File: src/hw/rtl/spa_pkg.sv
// Shared command codes and field widths for the sparse polynomial adder.
`default_nettype none
package spa_pkg;
    localparam int EXP_W  = 6;
    localparam int COEF_W = 16;
    localparam int OUT_W  = 32;

    localparam logic CMD_ADD  = 1'b0;
    localparam logic CMD_EMIT = 1'b1;
endpackage
`default_nettype wire

File: src/hw/rtl/spa_sat_add.sv
// Saturating adder shared by every term accumulation.
`default_nettype none
module spa_sat_add #(
    parameter int SUM_WIDTH = 32
) (
    input  wire logic signed [SUM_WIDTH-1:0]            i_acc,
    input  wire logic signed [spa_pkg::COEF_W-1:0]      i_addend,
    output logic signed [SUM_WIDTH-1:0]                 o_sum
);
    localparam logic [SUM_WIDTH-1:0] SAT_MAX = {1'b0, {(SUM_WIDTH-1){1'b1}}};
    localparam logic [SUM_WIDTH-1:0] SAT_MIN = {1'b1, {(SUM_WIDTH-1){1'b0}}};

    logic signed [SUM_WIDTH:0] full;

    assign full = (SUM_WIDTH+1)'(i_acc) + (SUM_WIDTH+1)'(i_addend);

    always_comb begin
        // top two bits disagree: result left the signed range
        if (full[SUM_WIDTH] != full[SUM_WIDTH-1]) begin
            o_sum = full[SUM_WIDTH] ? SAT_MIN : SAT_MAX;
        end else begin
            o_sum = full[SUM_WIDTH-1:0];
        end
    end
endmodule
`default_nettype wire

File: src/hw/rtl/spa_table.sv
// Coefficient table: one write port, one registered read port.
`default_nettype none
module spa_table #(
    parameter int DEPTH = 64,
    parameter int AW    = 6,
    parameter int DW    = 32
) (
    input  wire logic          i_clk,
    input  wire logic          i_we,
    input  wire logic [AW-1:0] i_waddr,
    input  wire logic [DW-1:0] i_wdata,
    input  wire logic [AW-1:0] i_raddr,
    output logic [DW-1:0]      o_rdata
);
    logic [DW-1:0] mem [DEPTH];

    // read returns the old word when read and write hit the same address
    always_ff @(posedge i_clk) begin
        if (i_we) begin
            mem[i_waddr] <= i_wdata;
        end
        o_rdata <= mem[i_raddr];
    end
endmodule
`default_nettype wire

File: src/hw/rtl/sparse_polynomial_adder_core.sv
// An add reads its entry when accepted and writes the saturating sum back in ST_ADD, busy high.
// An emit scans one table entry per cycle from the top index down, then passes ST_DRAIN and
// ST_FINAL; results are strobed during the scan, the last one in the cycle that busy drops.
// A command is accepted only in ST_IDLE, so each add or emit finishes before the next is taken.
// Results cannot be stalled.
// Reset: synchronous; a clearing pass zeroes the table, top index down, while busy.
`default_nettype none
module sparse_polynomial_adder_core #(
    parameter int NUM_EXPONENTS = 64,
    parameter int SUM_WIDTH     = 32
) (
    input  wire logic                               i_clk,
    input  wire logic                               i_rst_n,
    input  wire logic                               start,
    output logic                                    busy,
    input  wire logic                               i_command,
    input  wire logic [spa_pkg::EXP_W-1:0]          i_exponent,
    input  wire logic signed [spa_pkg::COEF_W-1:0]  i_coefficient,
    output logic                                    o_strobe,
    output logic [spa_pkg::EXP_W-1:0]               o_out_exponent,
    output logic signed [spa_pkg::OUT_W-1:0]        o_out_coefficient,
    output logic                                    o_has_term,
    output logic                                    o_last
);
    localparam int AW = $clog2(NUM_EXPONENTS);
    localparam int CW = ((AW > spa_pkg::EXP_W) ? AW : spa_pkg::EXP_W) + 1;
    localparam logic [AW-1:0] TOP_IDX = AW'(NUM_EXPONENTS - 1);

    localparam logic [2:0] ST_CLEAR = 3'd0;
    localparam logic [2:0] ST_IDLE  = 3'd1;
    localparam logic [2:0] ST_ADD   = 3'd2;
    localparam logic [2:0] ST_SCAN  = 3'd3;
    localparam logic [2:0] ST_DRAIN = 3'd4;
    localparam logic [2:0] ST_FINAL = 3'd5;

    logic [2:0]                      r_state, n_state;
    logic [AW-1:0]                   r_idx, n_idx;
    logic                            r_in_range, n_in_range;
    logic signed [spa_pkg::COEF_W-1:0] r_coef, n_coef;
    logic                            r_rd_vld, n_rd_vld;
    logic [AW-1:0]                   r_rd_idx, n_rd_idx;
    logic                            r_pend_vld, n_pend_vld;
    logic [spa_pkg::EXP_W-1:0]       r_pend_exp, n_pend_exp;
    logic signed [spa_pkg::OUT_W-1:0] r_pend_coef, n_pend_coef;
    logic                            r_strobe, n_strobe;
    logic [spa_pkg::EXP_W-1:0]       r_out_exp, n_out_exp;
    logic signed [spa_pkg::OUT_W-1:0] r_out_coef, n_out_coef;
    logic                            r_has_term, n_has_term;
    logic                            r_last, n_last;

    logic [CW-1:0]                   in_exp_wide;
    logic [AW-1:0]                   in_idx;
    logic                            in_range;
    logic                            accept;
    logic                            tbl_we;
    logic [AW-1:0]                   tbl_raddr;
    logic [SUM_WIDTH-1:0]            tbl_wdata;
    logic signed [SUM_WIDTH-1:0]     tbl_rdata;
    logic signed [SUM_WIDTH-1:0]     sum;

    assign in_exp_wide = CW'(i_exponent);
    assign in_idx      = in_exp_wide[AW-1:0];
    assign in_range    = in_exp_wide < CW'(NUM_EXPONENTS);
    assign accept      = start && (r_state == ST_IDLE);
    assign busy        = (r_state != ST_IDLE);

    assign tbl_raddr = (r_state == ST_IDLE) ? in_idx : r_idx;
    assign tbl_we    = (r_state == ST_CLEAR) || (r_state == ST_SCAN)
                    || ((r_state == ST_ADD) && r_in_range);
    assign tbl_wdata = (r_state == ST_ADD) ? sum : '0;

    spa_table #(
        .DEPTH (NUM_EXPONENTS),
        .AW    (AW),
        .DW    (SUM_WIDTH)
    ) u_table (
        .i_clk   (i_clk),
        .i_we    (tbl_we),
        .i_waddr (r_idx),
        .i_wdata (tbl_wdata),
        .i_raddr (tbl_raddr),
        .o_rdata (tbl_rdata)
    );

    spa_sat_add #(
        .SUM_WIDTH (SUM_WIDTH)
    ) u_sat_add (
        .i_acc    (tbl_rdata),
        .i_addend (r_coef),
        .o_sum    (sum)
    );

    always_comb begin
        n_state     = r_state;
        n_idx       = r_idx;
        n_in_range  = r_in_range;
        n_coef      = r_coef;
        n_rd_vld    = 1'b0;
        n_rd_idx    = r_idx;
        n_pend_vld  = r_pend_vld;
        n_pend_exp  = r_pend_exp;
        n_pend_coef = r_pend_coef;
        n_strobe    = 1'b0;
        n_out_exp   = r_out_exp;
        n_out_coef  = r_out_coef;
        n_has_term  = r_has_term;
        n_last      = r_last;

        // scan read data from the previous cycle; a nonzero entry pushes out the held one
        if (r_rd_vld && (tbl_rdata != '0)) begin
            if (r_pend_vld) begin
                n_strobe   = 1'b1;
                n_out_exp  = r_pend_exp;
                n_out_coef = r_pend_coef;
                n_has_term = 1'b1;
                n_last     = 1'b0;
            end
            n_pend_vld  = 1'b1;
            n_pend_exp  = spa_pkg::EXP_W'(r_rd_idx);
            n_pend_coef = spa_pkg::OUT_W'(tbl_rdata);
        end

        unique case (r_state)
            ST_CLEAR: begin
                n_idx = r_idx - AW'(1);
                if (r_idx == '0) begin
                    n_state = ST_IDLE;
                end
            end
            ST_IDLE: begin
                if (accept) begin
                    if (i_command == spa_pkg::CMD_EMIT) begin
                        n_idx      = TOP_IDX;
                        n_pend_vld = 1'b0;
                        n_state    = ST_SCAN;
                    end else begin
                        n_idx      = in_idx;
                        n_in_range = in_range;
                        n_coef     = i_coefficient;
                        n_state    = ST_ADD;
                    end
                end
            end
            ST_ADD: begin
                n_state = ST_IDLE;
            end
            ST_SCAN: begin
                n_rd_vld = 1'b1;
                n_rd_idx = r_idx;
                n_idx    = r_idx - AW'(1);
                if (r_idx == '0) begin
                    n_state = ST_DRAIN;
                end
            end
            ST_DRAIN: begin
                n_state = ST_FINAL;
            end
            ST_FINAL: begin
                n_strobe = 1'b1;
                n_last   = 1'b1;
                if (r_pend_vld) begin
                    n_out_exp  = r_pend_exp;
                    n_out_coef = r_pend_coef;
                    n_has_term = 1'b1;
                end else begin
                    n_out_exp  = '0;
                    n_out_coef = '0;
                    n_has_term = 1'b0;
                end
                n_pend_vld = 1'b0;
                n_state    = ST_IDLE;
            end
            default: begin
                n_state = ST_CLEAR;
                n_idx   = TOP_IDX;
            end
        endcase
    end

    always_ff @(posedge i_clk) begin
        if (!i_rst_n) begin
            r_state    <= ST_CLEAR;
            r_idx      <= TOP_IDX;
            r_rd_vld   <= 1'b0;
            r_pend_vld <= 1'b0;
            r_strobe   <= 1'b0;
        end else begin
            r_state    <= n_state;
            r_idx      <= n_idx;
            r_rd_vld   <= n_rd_vld;
            r_pend_vld <= n_pend_vld;
            r_strobe   <= n_strobe;
        end
    end

    always_ff @(posedge i_clk) begin
        r_in_range  <= n_in_range;
        r_coef      <= n_coef;
        r_rd_idx    <= n_rd_idx;
        r_pend_exp  <= n_pend_exp;
        r_pend_coef <= n_pend_coef;
        r_out_exp   <= n_out_exp;
        r_out_coef  <= n_out_coef;
        r_has_term  <= n_has_term;
        r_last      <= n_last;
    end

    assign o_strobe          = r_strobe;
    assign o_out_exponent    = r_out_exp;
    assign o_out_coefficient = r_out_coef;
    assign o_has_term        = r_has_term;
    assign o_last            = r_last;
endmodule
`default_nettype wire

File: config.mk
export PLATFORM = sky130hd
export DESIGN_NAME = sparse_polynomial_adder_core
export DESIGN_NICKNAME = d
export VERILOG_FILES = /design/src/hw/rtl/spa_pkg.sv /design/src/hw/rtl/spa_sat_add.sv /design/src/hw/rtl/spa_table.sv /design/src/hw/rtl/sparse_polynomial_adder_core.sv
export SDC_FILE = /design/constraint.sdc
export NUM_CORES = 2
export LEC_CHECK = 0
export BUFFER_PORTS_ARGS = -buffer_cell sky130_fd_sc_hd__buf_2
export CAP_MARGIN = 20
export CORE_MARGIN = 2
export CORE_UTILIZATION = 50
export DETAILED_ROUTE_END_ITERATION = 10
export PLACE_DENSITY = 0.73
export SLEW_MARGIN = 30
export SYNTH_ARGS = -nofsm -noshare
export SYNTH_HDL_FRONTEND = slang
export SYNTH_SLANG_ARGS = --single-unit
File: constraint.sdc
create_clock -name i_clk -period 6.2 [get_ports i_clk]
set_clock_uncertainty 0.2 [all_clocks]
set_input_delay 0.31 -clock i_clk [delete_from_list [all_inputs] [get_ports i_clk]]
set_output_delay 0.31 -clock i_clk [all_outputs]
set_load 0.1 [all_outputs]
==> impl_metrics.csv <==
group,metric,value,unit
status,outcome,"complete, no violations",
cells_and_area,post-route-util,0.5719,
die,dieWidth,416.6,um
global_routing,grt-ovfl-total,0,
clocking,insertion_delay,0.82,ns
cells_and_area,drive_above_1_share,0.2520,
synthesis,postSynthCellCount,4262,
global_routing,grt_pass1_wl,314000,um
power,p_per_area,314.0,mW/mm^2
detailed_routing,routedWlPerCell,31.80,um
cells_and_area,final_common_cell,"edfxtp_1",
detailed_routing,totalWireLength,220200,um
critical_path,critPathSlowestCell,"o21a_2",
synthesis,ys_seq_area_frac,0.7673,
placement,dpl.hpwl,121100,um
sta,worstMarginPinSlew,1.061,ns
die,core_area,0.1693,sq mm
clocking,cts_resized,0,
critical_path,path_common_cell,"a21oi_1",
die,design.portCount,68,
flow_run,drv_cap,0,
clocking,clock-root-buffer,"clkbuf_16",
clocking,cts_setup_buffers,0,
cells_and_area,ff_latch_area,0.06531,sq mm
global_routing,grt_pass1_vias,43681,
clocking,clkSlewWorstSetupHoldPaths,0.06,ns
synthesis,synth_seq_cells,2192,
sta,slew_headroom,0.2907,
detailed_routing,detail-route-antenna-nets,0,
detailed_routing,drcViolationCount,0,
detailed_routing,route.vias.total,44802,
critical_path,critical-path-max-stage-delay,0.88,ns
synthesis,synth_cell_type_count,54,
cells_and_area,fillers,12055,
critical_path,worst-path-max-fanout,51,
sta,setup_total_negative_slack,0,ns
synthesis,syn_avg_cell_area,19.97,sq um
global_routing,antenna_found_initial,7,
synthesis,synth_ff_type,"edfxtp_1",
global_routing,grt_usage,0.2534,
cells_and_area,final_cell_mix,"2141 x edfxtp_1, 512 x mux4_2, 491 x nand2_1",
sta,period_share,0.8309,
critical_path,critPathTopFamily,"compound AO/OA/AOI/OAI gates",
die,start_util,0.5028,
die,die_y,416.6,um
critical_path,worstSetupPathType,"flip-flop to flip-flop",
sta,period_needed,5.151,ns
synthesis,async_flop_share,0,
die,die-area,0.1736,sq mm
synthesis,synth_area,0.08512,sq mm
synthesis,yosys_warnings,0,
cells_and_area,syn_to_final_growth,13.73,%
critical_path,cp_num_buf_inv,2,
clocking,cts_made_buffers,208,
critical_path,crit_chain,"ha_1 > a21oi_1 > o21ai_0 > o21ai_0 > a21o_1 > a21oi_1 > o2111ai_1 > a21oi_1 > a311oi_4 > buf_4 > o21a_2 > buf_4",
critical_path,cp.arrival,5.60,ns
sta,max_freq,194.1,MHz
synthesis,synth_edf_count,2141,
clocking,htreeDepth,4,
cells_and_area,multi_input_area,0.01929,sq mm
sta,final-hold-violation-count,0,
placement,gp_congestion,0.8850,
worst_hold_path,hold_path_class,"primary input to flip-flop",
die,fp-row-count,151,
critical_path,crit_required,6.65,ns
synthesis,syn_nets,4322,
critical_path,end_kind,"flip-flop",
placement,port_buffers,67,
detailed_routing,viasPerCell,6.471,
power,power_leakage,27.53,nW
global_routing,grt_max_degree,129,
sta,drv_slew,0,
clocking,cts_tree,"done",
detailed_routing,drt_iter0_drc,6646,
sta,report.final.setup_viol,0,
sta,rsz0062_at_grt,"false",
power,vdd.ir_drop.worst,0.0002509,V
clocking,clock_sinks,2192,
detailed_routing,firstDrtPassIters,7,
critical_path,startpoint_type,"flip-flop",
cells_and_area,diodes,0,
cells_and_area,layout.nets,4588,
clocking,clockBufferDepth,3,
cell families after synthesis:
logic type,synth area share
and+or+nand+nor,0.04253
adders and majority gates,0.005086
DFF,0.7673
AOI/OAI and AO/OA,0.03231
muxes,0.1360
xor gates and xnor gates,0.002778
buffers and inverters,0.01404
path summary, 6_finish.rpt:
kind / slack (ns) / to / startpoint / cells past startpoint
hold / removal: 0.06 / r_coef[4] / i_coefficient[4] / 2
setup / recovery: 1.05 / u_table.mem[31][3] / r_coef[15] / 12
hold reg to reg: 0.22 / r_pend_exp[1] / r_rd_idx[1] / 0
setup reg to reg: 1.05 / u_table.mem[31][3] / r_coef[15] / 12
state kept, by name, summed over array words and instances, names as in the netlist:
| name | count |
|---|---|
| o_strobe | 1 |
| o_out_coefficient | 32 |
| u_table.mem | 2048 |
| r_coef | 16 |
| r_state | 3 |
| o_last | 1 |
| o_out_exponent | 6 |
| r_pend_coef | 32 |
| o_has_term | 1 |
| n_rd_idx | 6 |
| r_pend_vld | 1 |
| u_table.o_rdata | 32 |
| r_pend_exp | 6 |
| r_rd_vld | 1 |
| r_rd_idx | 6 |
worst register-to-register path, delay by kind of cell (launching register included):
kind,cells,cell delay [ns]
fa+ha+maj,1,0.46
flops,1,0.82
buf+inv,2,0.84
compound gates,9,2.66
power by group:
group	internal (W)	total, W	switching (W)
combinational	0.000752	0.00179	0.00104
sequential	0.0162	0.0163	0.000137
clock	0.00690	0.0123	0.00541
total	0.0238	0.0304	0.00659
synth_stat cells (3+ instances only):
cell | count | share of area
o22ai_1 | 33 | 0.0024
xnor2_1 | 14 | 0.0014
edfxtp_1 | 2141 | 0.76
nand2b_1 | 5 | 0.00037
o21bai_1 | 3 | 0.00026
a211oi_1 | 69 | 0.0061
nand4_1 | 11 | 0.00081
a31oi_1 | 66 | 0.0049
or3_1 | 7 | 0.00051
xor2_1 | 13 | 0.0013
clkbuf_1 | 107 | 0.0047
dfxtp_1 | 51 | 0.012
a21oi_1 | 45 | 0.0026
nor2_1 | 106 | 0.0047
and2_1 | 69 | 0.0051
mux2i_1 | 3 | 0.00035
o31ai_1 | 4 | 0.00035
buf_1 | 26 | 0.0011
nor2b_1 | 43 | 0.0032
a221o_1 | 32 | 0.0038
nand2_1 | 492 | 0.022
buf_6 | 9 | 0.0012
o21a_1 | 36 | 0.0032
ha_1 | 33 | 0.0049
nand3_1 | 75 | 0.0044
buf_4 | 34 | 0.0030
mux4_2 | 512 | 0.14
inv_1 | 13 | 0.00057
nor4_1 | 8 | 0.00059
o211ai_1 | 9 | 0.00079
o21ai_0 | 92 | 0.0054
buf_2 | 58 | 0.0034
nor3_1 | 9 | 0.00053
a21o_1 | 13 | 0.0011
area by class of cell:
type	instances	share of cell area
Inverter	13	0.0005041
Sequential cell	2192	0.6747
Clock inverter	115	0.01003
Timing Repair Buffer	290	0.02876
Tap cell	2218	0.02867
Multi-Input combinational cell	1823	0.1993
Clock buffer	273	0.05810
what timing repair did:
item,4_1_cts,5_1_grt
hold endpoints to repair,44,0
setup endpoints to repair,0,0
hold buffers,30,0
through the flow:
step	worst slack, ns	instances	total power, W	area (sq um)	hold WS (ns)
after CTS	1.230	6920	0.03046	96670	0.006045
after global placement	1.254	6483	0.01835	89270	0.1890
after floorplan	1.754	4262	0.01777	85120	0.1595
after detailed placement	1.256	6502	0.01836	89780	0.1887
final	1.049	6924	0.03040	96800	0.05637
after global routing	0.8036	6924	0.03114	96800	0.03002
metal layers:
layer,global-route usage,wire length (um),up-vias
li1,-,-,17932
met1,0.3513,82510,23507
met2,0.4043,106100,2930
met3,0.05290,24470,433
met4,0.08622,7153,0
met5,0,0,-
(Power assumes the default switching activity.)
